<file path="src/rtl/assert_macros.svh">
// assertion macros used by the buffer manager core rtl
`ifndef ASSERT_MACROS_SVH
`define ASSERT_MACROS_SVH

// same-cycle implication, checked at every rising clock edge outside reset
`define TBM_ASSERT_NOW(lbl, ante, cons, msg) \
   lbl: assert property (@(posedge clock) disable iff (reset) (ante) |-> (cons)) \
      else $error(msg);

// next-cycle implication, checked at every rising clock edge outside reset
`define TBM_ASSERT_NEXT(lbl, ante, cons, msg) \
   lbl: assert property (@(posedge clock) disable iff (reset) (ante) |=> (cons)) \
      else $error(msg);

`endif

</file>
<file path="src/rtl/tbm_pkg.sv">
// types and constants of the triple buffer manager
package tbm_pkg;

   localparam int NUM_BUFFERS = 3;
   localparam int BUF_IDX_W   = (NUM_BUFFERS > 1) ? $clog2(NUM_BUFFERS) : 1;
   localparam int OPCODE_W    = 3;
   localparam int INDEX_W     = 3;
   localparam int CNT_W       = INDEX_W + 1;
   localparam int REQ_TDATA_W = 8;
   localparam int RSP_TDATA_W = 8;

   typedef enum logic [OPCODE_W-1:0] {
      OP_ACQUIRE = 3'd0,
      OP_PUBLISH = 3'd1,
      OP_ABANDON = 3'd2,
      OP_TAKE    = 3'd3,
      OP_RELEASE = 3'd4,
      OP_QUERY   = 3'd5
   } opcode_type;

   typedef enum logic [1:0] {
      ST_FREE    = 2'd0,
      ST_WRITING = 2'd1,
      ST_READY   = 2'd2
   } status_type;

   typedef struct packed {
      opcode_type         opcode;
      logic [INDEX_W-1:0] buf_num;
   } req_item_type;

   typedef struct packed {
      logic               index_valid;
      logic [INDEX_W-1:0] result_index;
      logic               pending_flag;
   } rsp_item_type;

endpackage

</file>
<file path="src/rtl/tbm_core.sv">
// buffer status registers and the single-pass operation logic
module tbm_core
   import tbm_pkg::*;
(
   input  logic         clock,
   input  logic         reset,
   input  logic         fire,
   input  req_item_type item,
   output rsp_item_type rsp
);

`include "assert_macros.svh"

   status_type            status_ff [NUM_BUFFERS];
   status_type            status_in [NUM_BUFFERS];
   logic                  pend_valid_ff;
   logic                  pend_valid_in;
   logic [BUF_IDX_W-1:0]  pend_slot_ff;
   logic [BUF_IDX_W-1:0]  pend_slot_in;

   logic                  idx_ok;
   logic [BUF_IDX_W-1:0]  idx;
   logic                  pend_ready;
   logic                  acq_found;
   logic [BUF_IDX_W-1:0]  acq_idx;
   logic                  got;
   logic [BUF_IDX_W-1:0]  res;

   assign idx_ok     = ({1'b0, item.buf_num} < CNT_W'(NUM_BUFFERS));
   assign idx        = item.buf_num[BUF_IDX_W-1:0];
   assign pend_ready = pend_valid_ff && (status_ff[pend_slot_ff] == ST_READY);

   // lowest free buffer
   always_comb begin
      acq_found = 1'b0;
      acq_idx   = '0;
      for (int i = NUM_BUFFERS - 1; i >= 0; i--) begin
         if (status_ff[i] == ST_FREE) begin
            acq_found = 1'b1;
            acq_idx   = BUF_IDX_W'(i);
         end
      end
   end

   always_comb begin
      status_in     = status_ff;
      pend_valid_in = pend_valid_ff;
      pend_slot_in  = pend_slot_ff;
      got           = 1'b0;
      res           = '0;
      unique case (item.opcode)
         OP_ACQUIRE: begin
            if (acq_found) begin
               status_in[acq_idx] = ST_WRITING;
               got                = 1'b1;
               res                = acq_idx;
            end
         end
         OP_PUBLISH: begin
            if (idx_ok) begin
               // an untaken earlier frame is dropped
               if (pend_ready) begin
                  status_in[pend_slot_ff] = ST_FREE;
               end
               status_in[idx] = ST_READY;
               pend_valid_in  = 1'b1;
               pend_slot_in   = idx;
            end
         end
         OP_ABANDON: begin
            if (idx_ok && status_ff[idx] == ST_WRITING) begin
               status_in[idx] = ST_FREE;
            end
         end
         OP_TAKE: begin
            if (pend_ready) begin
               got           = 1'b1;
               res           = pend_slot_ff;
               pend_valid_in = 1'b0;
            end
         end
         OP_RELEASE: begin
            if (idx_ok) begin
               status_in[idx] = ST_FREE;
            end
         end
         default: begin
         end
      endcase
      rsp.index_valid  = got;
      rsp.result_index = INDEX_W'(res);
      rsp.pending_flag = pend_valid_in;
   end

   always_ff @(posedge clock) begin
      if (reset) begin
         for (int i = 0; i < NUM_BUFFERS; i++) begin
            status_ff[i] <= ST_FREE;
         end
         pend_valid_ff <= 1'b0;
         pend_slot_ff  <= '0;
      end else if (fire) begin
         status_ff     <= status_in;
         pend_valid_ff <= pend_valid_in;
         pend_slot_ff  <= pend_slot_in;
      end
   end

   `TBM_ASSERT_NOW(a_index_only_acq_take, rsp.index_valid, item.opcode == OP_ACQUIRE || item.opcode == OP_TAKE, "index returned by an operation that hands out none")
   `TBM_ASSERT_NEXT(a_take_clears_pending, fire && item.opcode == OP_TAKE && rsp.index_valid, !pend_valid_ff, "pending slot survived a successful take")
   `TBM_ASSERT_NEXT(a_acquire_marks_writing, fire && item.opcode == OP_ACQUIRE && acq_found, status_ff[$past(acq_idx)] == ST_WRITING, "acquired buffer not marked writing")
   `TBM_ASSERT_NEXT(a_publish_pends_ready, fire && item.opcode == OP_PUBLISH && idx_ok, pend_valid_ff && status_ff[pend_slot_ff] == ST_READY, "published buffer not pending and ready")

endmodule

</file>
<file path="src/rtl/tbm_rsp_reg.sv">
// result register in front of the result channel
module tbm_rsp_reg
   import tbm_pkg::*;
(
   input  logic         clock,
   input  logic         reset,
   input  logic         load,
   input  rsp_item_type rsp_in,
   input  logic         out_ready,
   output logic         out_valid,
   output logic         can_load,
   output rsp_item_type rsp_out
);

   logic         valid_ff;
   logic         valid_in;
   rsp_item_type item_ff;

   assign can_load  = !valid_ff || out_ready;
   assign valid_in  = load ? 1'b1 : (out_ready ? 1'b0 : valid_ff);
   assign out_valid = valid_ff;
   assign rsp_out   = item_ff;

   always_ff @(posedge clock) begin
      if (reset) begin
         valid_ff <= 1'b0;
      end else begin
         valid_ff <= valid_in;
      end
   end

   always_ff @(posedge clock) begin
      if (load) begin
         item_ff <= rsp_in;
      end
   end

endmodule

</file>
<file path="src/rtl/triple_buffer_manager.sv">
// top level of the triple buffer manager
// Frame buffer manager for a small pool of stage buffers (free, writing or
// ready) plus one pending-ready slot. Each request item carries an opcode
// (acquire, publish, abandon, take, release, query) and a buffer number, and
// produces exactly one result item: whether a buffer number was handed out,
// that number, and whether a published frame is pending afterwards.
// Requests land in an input register; from there the whole operation reads
// and updates the buffer status registers in a single pass and the result is
// written into the result register. One item per clock is sustained while
// rsp_tready is high; the pace is set by the status register update, which
// completes for one item each cycle. Out-of-range buffer numbers are ignored,
// and opcodes 6 and 7 behave like query.
module triple_buffer_manager
   import tbm_pkg::*;
(
   input  logic                   clock,
   input  logic                   reset,
   // request channel
   input  logic                   req_tvalid,
   output logic                   req_tready,
   input  logic [REQ_TDATA_W-1:0] req_tdata,  // opcode[2:0], buf_num[5:3], upper bits ignored
   // result channel
   output logic                   rsp_tvalid,
   input  logic                   rsp_tready,
   output logic [RSP_TDATA_W-1:0] rsp_tdata,  // result_index[2:0], pending_flag[3], zero pad
   output logic                   rsp_tuser   // index_valid
);

   // input register
   logic         in_valid_ff;
   logic         in_valid_in;
   req_item_type in_item_ff;
   req_item_type req_item;

   // handshake between the stages
   logic         req_accept;
   logic         fire;
   logic         can_load;

   rsp_item_type core_rsp;
   rsp_item_type out_rsp;

   assign req_item.opcode  = opcode_type'(req_tdata[OPCODE_W-1:0]);
   assign req_item.buf_num = req_tdata[OPCODE_W+INDEX_W-1:OPCODE_W];

   // the held item moves on whenever the result register has room
   assign fire        = in_valid_ff && can_load;
   assign req_tready  = !in_valid_ff || fire;
   assign req_accept  = req_tvalid && req_tready;
   assign in_valid_in = req_accept ? 1'b1 : (fire ? 1'b0 : in_valid_ff);

   always_ff @(posedge clock) begin
      if (reset) begin
         in_valid_ff <= 1'b0;
      end else begin
         in_valid_ff <= in_valid_in;
      end
   end

   always_ff @(posedge clock) begin
      if (req_accept) begin
         in_item_ff <= req_item;
      end
   end

   // status registers and operation logic
   tbm_core u_core (
      .clock (clock),
      .reset (reset),
      .fire  (fire),
      .item  (in_item_ff),
      .rsp   (core_rsp)
   );

   // result register
   tbm_rsp_reg u_rsp_reg (
      .clock     (clock),
      .reset     (reset),
      .load      (fire),
      .rsp_in    (core_rsp),
      .out_ready (rsp_tready),
      .out_valid (rsp_tvalid),
      .can_load  (can_load),
      .rsp_out   (out_rsp)
   );

   // pack the result item
   assign rsp_tuser = out_rsp.index_valid;
   assign rsp_tdata = {{(RSP_TDATA_W - INDEX_W - 1){1'b0}},
                       out_rsp.pending_flag, out_rsp.result_index};

endmodule
</file>
<file path="config.mk">
export PLATFORM = sky130hd
export DESIGN_NAME = triple_buffer_manager
export DESIGN_NICKNAME = d
export VERILOG_FILES = /design/src/rtl/tbm_pkg.sv /design/src/rtl/tbm_core.sv /design/src/rtl/tbm_rsp_reg.sv /design/src/rtl/triple_buffer_manager.sv
export VERILOG_INCLUDE_DIRS = /design/src /design/src/rtl
export SDC_FILE = /design/constraint.sdc
export NUM_CORES = 1
export LEC_CHECK = 0
export ABC_CLOCK_PERIOD_IN_PS = 1800
export BUFFER_PORTS_ARGS = -buffer_cell sky130_fd_sc_hd__buf_2
export CELL_PAD_IN_SITES_DETAIL_PLACEMENT = 1
export CELL_PAD_IN_SITES_GLOBAL_PLACEMENT = 2
export CORE_ASPECT_RATIO = 1.4
export CORE_MARGIN = 4
export CORE_UTILIZATION = 33
export DETAILED_ROUTE_END_ITERATION = 8
export GPL_TIMING_DRIVEN = 0
export HOLD_SLACK_MARGIN = 0.1
export PLACE_DENSITY = 0.78
export SLEW_MARGIN = 0
export SYNTH_ARGS = -nofsm -noshare
export SYNTH_HDL_FRONTEND = slang
export SYNTH_SLANG_ARGS = --single-unit
</file>
<file path="constraint.sdc">
create_clock -name clock -period 1.8 [get_ports clock]
set_input_delay 0.18 -clock clock [delete_from_list [all_inputs] [get_ports clock]]
set_output_delay 0.18 -clock clock [all_outputs]
set_load 0.005 [all_outputs]
</file>
Word-level counts from Yosys, hierarchy flattened
Cells that the tools add are included.
{ "totals": {"wordCells": 101, "register_bits": 21, "in_bits": 12} }
{ "classes": {"n_eq_ne": 10, "muxes": 39, "n_bitwise": 13, "reduce_logical": 20, "n_lt_le_gt_ge": 7} }
{ "ops": {"columns": ["cell", "n"], "rows": [
  ["2-to-1 mux 6 bit", 7],
  ["2-to-1 mux 2 bit", 12],
  ["one-hot mux 6 bit (4 select lines)", 1],
  ["bitwise AND 6 bit", 2],
  ["demux 2 bit (select 2 bit)", 3],
  ["NOT 6 bit", 2],
  ["2-to-1 mux 1 bit", 11],
  [">= comparator 3 bit, second input constant", 3],
  ["less-than comparator 3 x 1 -> 1 bit, second input constant", 3],
  ["NOT 2 -> 3 bit", 3],
  ["binary-select mux 2 bit (select 2 bit)", 2],
  ["!= test 2 x 1 -> 1 bit, second input constant", 4],
  ["logical AND 1 bit", 7],
  ["bitwise AND 3 bit", 2],
  ["equality test 3 x 2 -> 1 bit, second input constant", 2],
  ["zero test 2 bit", 3],
  ["NOT 3 bit", 2],
  ["bitwise OR 3 bit", 2],
  ["AND reduction 6 bit", 1],
  ["one-hot mux 1 bit (2 select lines)", 2],
  ["one-hot mux 2 bit (2 select lines)", 1],
  ["nonzero test 2 bit", 2],
  ["nonzero test 4 bit", 1],
  ["equality test 3 x 1 -> 1 bit, second input constant", 1],
  ["8 further kinds", 10]
]} }

Depth between registers and ports, before layout
Gate-level depths: netlist of run 1.
{ "depth": {"depth_word": 13, "ltp_mapped": 6} }

Modules after synthesis
From an unflattened synthesis of run 1, not the netlist that was laid out.
{ "hier_totals": {"cells_unflattened": 145, "area_unflattened_um2": 1347.5} }
{ "by_module_without_submodules": {"columns": ["mod", "area_per_inst_um2", "cells_each", "n_inst"], "rows": [
  ["tbm_core", 874.6, 119, 1],
  ["triple_buffer_manager", 276.5, 17, 1],
  ["tbm_rsp_reg", 196.4, 9, 1]
]} }

Worst setup path before layout of run 1
No wires, ideal clock.
{ "synth_timing": {"path_type": "reg2reg", "start": "register in_item_ff[1] (netlist bit)", "end": "register u_core.status_ff[1] (netlist bit)", "setup_slack_ps": 241, "required_ps": 1657, "t_arrival_ps": 1416, "setup_ps": 143, "stages_incl_launch_ff": 6, "path_buffers": 0, "path_cell_list": "edfxtp_1 -> nor4b_1 -> nor3_2 -> o22ai_2 -> o211a_4 -> a311oi_2"} }
{ "synth_between": {"elab_chain_cells": 9, "word_cells_on_any_way": 23} }
{ "synth_lines": {"columns": ["item", "line_no", "rtl"], "rows": [
  ["start, declared", "triple_buffer_manager.sv:32", "req_item_type in_item_ff;"],
  ["start signal, assigned", "triple_buffer_manager.sv:62", "in_item_ff <= req_item;"],
  ["NOT 2 -> 3 bit (implied by the code)", null, null],
  [">= comparator 3 bit (implied by the code) / less-than comparator 3 x 1 -> 1 bit (equally long branches)", "tbm_core.sv:65, tbm_core.sv:72, tbm_core.sv:84", null],
  ["logical AND 1 bit (implied by the code)", "tbm_core.sv:65, tbm_core.sv:72, tbm_core.sv:84", null],
  ["2-to-1 mux 2 bit (implied by the code)", "tbm_core.sv:65, tbm_core.sv:72, tbm_core.sv:84", null],
  ["demux 2 bit (select 2 bit)", "tbm_core.sv:65, tbm_core.sv:72, tbm_core.sv:84", null],
  ["NOT 6 bit (no line)", null, null],
  ["bitwise AND 6 bit (no line)", null, null],
  ["2-to-1 mux 6 bit, on equally long branches", "tbm_core.sv:83, tbm_core.sv:71", null],
  ["one-hot mux 6 bit (4 select lines)", "tbm_core.sv:51", "unique case (item.opcode)"],
  ["end signal, assigned", "tbm_core.sv:103", "status_ff <= status_in;"],
  ["end, declared", "tbm_core.sv:14", "status_type status_ff [NUM_BUFFERS];"]
]} }
Parallel ways exist; a longest one is shown, timed or not. The select of a mux whose other input is x is not followed.
A chain may end at the register's enable or synchronous reset.

Worst setup path in the final report of run 1
{ "layout_timing": {"start": "register in_item_ff[0] (netlist bit)", "end": "register u_core.status_ff[3] (netlist bit)"} }
The elaborated chain is that of the path after synthesis.

==> reports/results.txt, run 1 <==
Max-Cap Viols -> 0
Antenna viol nets, final -> 0
Placed inst area -> 0.001311 mm2
Final HPWL DP -> 2208 um
Crit share post-route -> 0.9513
Initial antenna violation count -> 0
GP Congestion -> 0.8047
Vias in the first global route -> 1068
Drt wl/cell -> 15.22 um
Longest Clk Path Bufs -> 2
Die area -> 0.004579 mm2
M2 GR Usage -> 0.2550
Clock transition at path regs -> 80 ps
Slew @ Worst Pin -> 690.3 ps
Max-slew violation count -> 0
Finished Cell Area -> 0.001480 mm2
GR Overflow Total -> 0
# setup viols final -> 0
Status -> finished clean
Crit path kind -> flop to flop
Largest net degree at the start of global routing -> 12
Root Buffer -> clkbuf_8
PortBufs -> 15
Clk_skew -> 2.386 ps
Ys flop type -> dfxtp_1
Setup_tns -> 0 ps
Synth top cells by count -> nor2_1, dfxtp_1, a21oi_1, edfxtp_1, buf_4
Count leader, synth -> nor2_1
Gr busiest metal -> met2
H-tree Lvls -> 1
CP arrival -> 1830 ps
Row count -> 25
WP data required -> 1920 ps
Clock buffer count from CTS -> 3
Final hold viol count -> 0
DRT Pass-1 Iters -> 3
Register area share after synthesis -> 0.4444
First-pass GRT wire length -> 4961 um
Synth top area cells -> edfxtp_1, dfxtp_1, buf_4
Critical path peak fanout -> 7
Worst Hold Depth -> 3
EDFF count, synth -> 10
Worst min path class -> input pin to flop
RSZ-0062 raised after global routing -> false
Max Clock Freq -> 584.0 MHz
Met3 Use GR -> 0.02303
GR Layer Usage met1 -> 0.1556
Relative slew slack -> 0.5398
Synth Cell Area -> 0.001171 mm2
Synthesis Warnings -> 0
Fraction of registers with async set/reset -> 0
Die height -> 78.49 um
Fin crit period -> 1712 ps
Setup crit start kind -> flop
Fraction of layout cells with a size suffix above 1 -> 0.3133
Core Footprint -> 0.003410 mm2
Final Worst Setup Slack -> 87.61 ps
DR iter-0 viols -> 22
Worst skew pair latency -> 260 ps
NumNets Final -> 163
Routed WL -> 2892 um
DP Worst Slack -> 53.76 ps
#FFs+latches synth -> 21
P_leak -> 0.5395 nW
Diodes inserted -> 0
Total track usage -> 0.1403
DRC errors left -> 0
Register-to-Register Path Depth -> 5
P&R area growth vs syn -> 26.39%
VDD IR max -> 0.3567 mV
Cells after Synth -> 118
Chip width -> 58.35 um
CP endpoint kind -> flop
Yosys cell types -> 47
Synth top area share -> 0.2564
CTS Sinks -> 21
Initial cell density of the core -> 0.3435
I/O pins -> 23
Via count -> 988
CTS tree -> yes
Final hold slack -> 138.1 ps
Post-synthesis area per instance -> 9.925 um2
Post-DR vias/cell -> 5.200
P per Cell Area -> 654.9 mW/mm2
Fin util -> 0.4341
Leading area contributor after synthesis -> edfxtp_1
kinds of logic after synthesis:
| logic type | after synthesis | share of synthesized area |
|---|---|---|
| AOI/OAI and AO/OA | 34 | 0.2340 |
| other | 1 | 0.003202 |
| xor gates and xnor gates | 1 | 0.007480 |
| and+or+nand+nor | 46 | 0.2372 |
| buffers and inverters | 15 | 0.07372 |
| DFF | 21 | 0.4444 |
per-layer routing:
metal,up-vias,part of all wire
li1,496,-
met1,461,0.40
met2,22,0.55
met3,9,0.025
met4,0,0.026
met5,-,0
registers in the layout, indices dropped and copies added (netlist names):
signal and count:
u_core.pend_valid_ff 1, u_core.pend_slot_ff 2, in_valid_ff 1, u_core.status_ff 6
u_rsp_reg.rsp_out 4, u_rsp_reg.out_valid 1, in_item_ff 6
placed cells by master (no fill, tap or decap), types with 4 or more instances in the layout:
cell type	Yosys	layout
a21oi_1	10	10
edfxtp_1	10	10
buf_4	8	10
inv_1	4	4
dlygate4sd3_1	0	7
nor2_1	13	13
nand2_1	6	6
dfxtp_1	11	11
buf_2	0	15
conb_1	1	5
repair_timing:
item / 4_1_cts / 5_1_grt
resized for setup: 0 / 7
hold endpoints to repair: 7 / 0
hold buffers: 7 / 0
setup endpoints to repair: 0 / 6
setup buffers: 0 / 2
power by group:
part           switching [mW]  leakage, nW  internal [mW]
combinational          0.0697        0.331         0.0602
clock                   0.153       0.0228          0.158
sequential             0.0121        0.186          0.517
total                   0.235        0.539          0.735
metrics by stage:
stage / total power [mW] / std cells
floorplan: 0.6154 / 122
global placement: 0.6455 / 177
detailed placement: 0.6502 / 177
CTS: 0.9699 / 188
global route: 1.016 / 190
finish: 0.9694 / 190
final timing paths:
kind	slack (ps)	to	start
max	90	u_core.status_ff[3]$_SDFFE_PP0P_	in_item_ff[0]$_DFFE_PP_
max reg2reg	90	u_core.status_ff[3]$_SDFFE_PP0P_	in_item_ff[0]$_DFFE_PP_
min	140	in_valid_ff$_SDFFE_PP0P_	req_tvalid
min reg2reg	540	u_core.pend_slot_ff[0]$_SDFFE_PP0P_	u_core.pend_slot_ff[0]$_SDFFE_PP0P_
critical path, cell delays in order, from the launching register on:
cell and delay, ps:
edfxtp_1 540, nor4bb_2 350, nor3_2 90, o22ai_2 240, o211a_4 260, a311oi_2 90
layout make-up:
cell class              count  area, um2
well taps                  40      50.05
plain buffers              10      67.56
clock buffers               4      45.04
inverters                   5      18.77
fillers                   397       1929
flip-flops and latches     21      520.5
multi-input cells          86      618.1
repair buffers             24      160.2
(Power assumes the default switching activity.)
==> inputs of run 2 (changes only) <==
Settings changed: ABC_AREA from default to 1, CORE_UTILIZATION 33 to 31, PLACE_DENSITY 0.78 to 0.79.
==> run 2 against run 1 <==
Critical path depth increased by 7. Cell count is 25% higher. Area after synthesis rose by 7.8%. Critical endpoint is now u_core.status_ff[4]$_SDFFE_PP0P_. Largest cell class unchanged. Highest routed layer unchanged.
==> reports/results.txt, run 2 <==
Post-synthesis area per instance -> 7.698 um2 (was 9.925 um2)
Non-Filler Instances -> 238 (was 190)
Final hold viol count -> 0 (unchanged)
Max Clock Freq -> 613.9 MHz (was 584.0 MHz)
Worst skew pair latency -> 270 ps (was 260 ps)
NumNets Final -> 208 (was 163)
Count leader, synth -> nand2_1 (was nor2_1)
Antenna viol nets, final -> 0 (unchanged)
Die area -> 0.005172 mm2 (was 0.004579 mm2)
Sequential share of power -> 0.526 (was 0.546)
Max incr delay on CP -> 490 ps (was 540 ps)
RSZ-0062 raised after global routing -> false (unchanged)
Crit path cell chain -> inv_2 > nor2_2 > nand2_2 > nand2_4 > nor2_8 > inv_6 > nand2_4 > inv_4 > nor2_8 > nand2_2 > nand2_1 > a21oi_1 (was nor4bb_2 > nor3_2 > o22ai_2 > o211a_4 > a311oi_2)
CP endpoint kind -> flop (unchanged)
Clock transition at path regs -> 80 ps (about the same)
DRC errors left -> 0 (unchanged)
Initial cell density of the core -> 0.3222 (was 0.3435)
FF-to-FF End -> u_core.status_ff[4]$_SDFFE_PP0P_ (was u_core.status_ff[3]$_SDFFE_PP0P_)
P per Cell Area -> 657.8 mW/mm2 (was 654.9 mW/mm2)
Fin crit period -> 1629 ps (was 1712 ps)
H-tree Lvls -> 1 (unchanged)
CTS Sinks -> 21 (unchanged)
Register-to-Register Path Depth -> 12 (was 5)
Synthesis Warnings -> 0 (unchanged)
DR iter-0 viols -> 20 (was 22)
Core Footprint -> 0.003919 mm2 (was 0.003410 mm2)
Switching Fraction -> 0.2788 (was 0.2422)
Crit. Startpoint -> in_item_ff[4]$_DFFE_PP_ (was in_item_ff[0]$_DFFE_PP_)
Die height -> 83.51 um (was 78.49 um)
Crit share post-route -> 0.9049 (was 0.9513)
Synth top area cells -> edfxtp_1, dfxtp_1, nand2_1 (was edfxtp_1, dfxtp_1, buf_4)
DP Worst Slack -> 97.38 ps (was 53.76 ps)
Synth top cells by count -> nand2_1, inv_1, nand3_1, nor2_1, dfxtp_1 (was nor2_1, dfxtp_1, a21oi_1, edfxtp_1, buf_4)
EDFF count, synth -> 10 (unchanged)
Fraction of layout cells with a size suffix above 1 -> 0.2410 (was 0.3133)
P&R area growth vs syn -> 23.39% (was 26.39%)
Worst Setup EP -> u_core.status_ff[4]$_SDFFE_PP0P_ (was u_core.status_ff[3]$_SDFFE_PP0P_)
Drt wl/cell -> 13.95 um (was 15.22 um)
WP data required -> 1960 ps (was 1920 ps)
Fraction of registers with async set/reset -> 0 (unchanged)
DRT Pass-1 Iters -> 4 (was 3)
Yosys cell types -> 29 (was 47)
VDD IR max -> 0.5019 mV (was 0.3567 mV)
Chip width -> 61.94 um (was 58.35 um)
Vias in the first global route -> 1233 (was 1068)
Root Buffer -> clkbuf_8 (unchanged)
GR Overflow Total -> 0 (unchanged)
Worst r2r src -> in_item_ff[4]$_DFFE_PP_ (was in_item_ff[0]$_DFFE_PP_)
Setup_tns -> 0 ps (unchanged)
Int Power -> 739.0 uW (was 734.7 uW)
Ys flop type -> dfxtp_1 (unchanged)
Largest net degree at the start of global routing -> 14 (was 12)
Longest Clk Path Bufs -> 2 (unchanged)
Row count -> 27 (was 25)
Placed Cells -> 226 (was 177)
CP arrival -> 1790 ps (was 1830 ps)
P_leak -> 0.6486 nW (was 0.5395 nW)
Synth top area share -> 0.2379 (was 0.2564)
Setup crit start kind -> flop (unchanged)
Initial antenna violation count -> 0 (unchanged)
Synth Cell Area -> 0.001262 mm2 (was 0.001171 mm2)
CTS tree -> yes (unchanged)
Slowest CP cell -> edfxtp_1 (unchanged)
Max-Cap Viols -> 0 (unchanged)
Crit path kind -> flop to flop (unchanged)
Comb pwr share -> 0.151 (was 0.134)
Worst min path class -> input pin to flop (unchanged)
Total track usage -> 0.1445 (was 0.1403)
#FFs+latches synth -> 21 (unchanged)
Critical path peak fanout -> 7 (unchanged)
Register-to-Register Setup Slack -> 170 ps (was 90 ps)
Status -> finished clean (unchanged)
Switch Pwr -> 285.7 uW (was 234.8 uW)
Leading area contributor after synthesis -> edfxtp_1 (unchanged)
Post-DR vias/cell -> 4.975 (was 5.200)
# setup viols final -> 0 (unchanged)
Clk_skew -> 2.158 ps (was 2.386 ps)
Register area share after synthesis -> 0.4123 (was 0.4444)
Diodes inserted -> 0 (unchanged)
I/O pins -> 23 (unchanged)
Via count -> 1184 (was 988)
Clk pwr share -> 0.323 (was 0.320)
Final hold slack -> 178.8 ps (was 138.1 ps)
First-pass GRT wire length -> 5623 um (was 4961 um)
Routed WL -> 3319 um (was 2892 um)
Clock buffer count from CTS -> 3 (unchanged)
Cells after Synth -> 164 (was 118)
Max-slew violation count -> 0 (unchanged)
PortBufs -> 15 (unchanged)
GP Congestion -> 0.8674 (was 0.8047)
Commonest non-fill, non-tap cell in the layout -> nand2_1 (was buf_2)
Most frequent cells in the layout -> nand2_1, inv_1, nand3_1, buf_2, nor2_1 (was buf_2, nor2_1, dfxtp_1)
Final HPWL DP -> 2684 um (was 2208 um)
Final Worst Setup Slack -> 171.1 ps (was 87.61 ps)
-- run 2: area by class of cell --
cell class	count	area, um2
clock inverter	1	7.507
timing repair buffer	23	162.7
buffer	5	37.54
inverter	27	108.9
clock buffer	3	41.29
tap	43	53.80
sequential	21	520.5
multi-input combinational	115	625.6
fill	489	2361
-- run 2: power by group through the flow --
stage | Sequential [mW] | Clock [mW] | Combinational, mW
after CTS | 0.538 | 0.339 | 0.147
after global placement | 0.548 | 0 | 0.131
after global routing | 0.542 | 0.360 | 0.172
after floorplan | 0.546 | 0 | 0.0974
final | 0.539 | 0.331 | 0.155
after detailed placement | 0.549 | 0 | 0.136
-- run 2: critical path: cells and delay by family (launching register included) --
family          cells  cell delay (ps)
simple gates        8              740
buf+inv             3              220
compound gates      1               60
flops               1              490
-- run 2: metrics by stage --
stage / instance area [um2] / total power [mW] / utilization
finish: 1558 / 1.025 / 0.3975
global route: 1558 / 1.075 / 0.3975
CTS: 1515 / 1.024 / 0.3867
detailed placement: 1406 / 0.6857 / 0.3589
global placement: 1406 / 0.6792 / 0.3589
floorplan: 1277 / 0.6429 / -
-- run 2: routing by layer --
| layer | wire length, um | part of all wire | track usage |
|---|---|---|---|
| met2 | 1914 | 0.58 | 0.2641 |
| met3 | 120 | 0.036 | 0.03096 |
| met5 | 0 | 0 | 0 |
| met4 | 48 | 0.014 | 0.04054 |
| met1 | 1235 | 0.37 | 0.1579 |
-- run 2: how the worst min path moves through the flow --
stage                     cells after the start                          endpoint    startpoint  slack, ps
after floorplan                               1          in_valid_ff$_SDFFE_PP0P_         reset        250
final                                         2  u_core.status_ff[1]$_SDFFE_PP0P_         reset        180
after global placement                        1           in_item_ff[5]$_DFFE_PP_  req_tdata[2]        360
after CTS                                     3          in_valid_ff$_SDFFE_PP0P_    req_tvalid        180
after global routing                          3          in_valid_ff$_SDFFE_PP0P_    req_tvalid        190
after detailed placement                      1           in_item_ff[5]$_DFFE_PP_  req_tdata[2]        360
-- run 2: cell families after synthesis --
group	after synthesis	share of synthesized area
flops	21	0.4123
other cells	1	0.002970
simple gates	87	0.3588
compound gates	23	0.1100
buf+inv	32	0.1160
-- run 2: repair_timing --
action,4_1_cts,5_1_grt
hold buffers,6,0
setup endpoints to repair,0,8
resized for setup,0,3
setup buffers,0,2
endpoints found under the hold margin,6,0
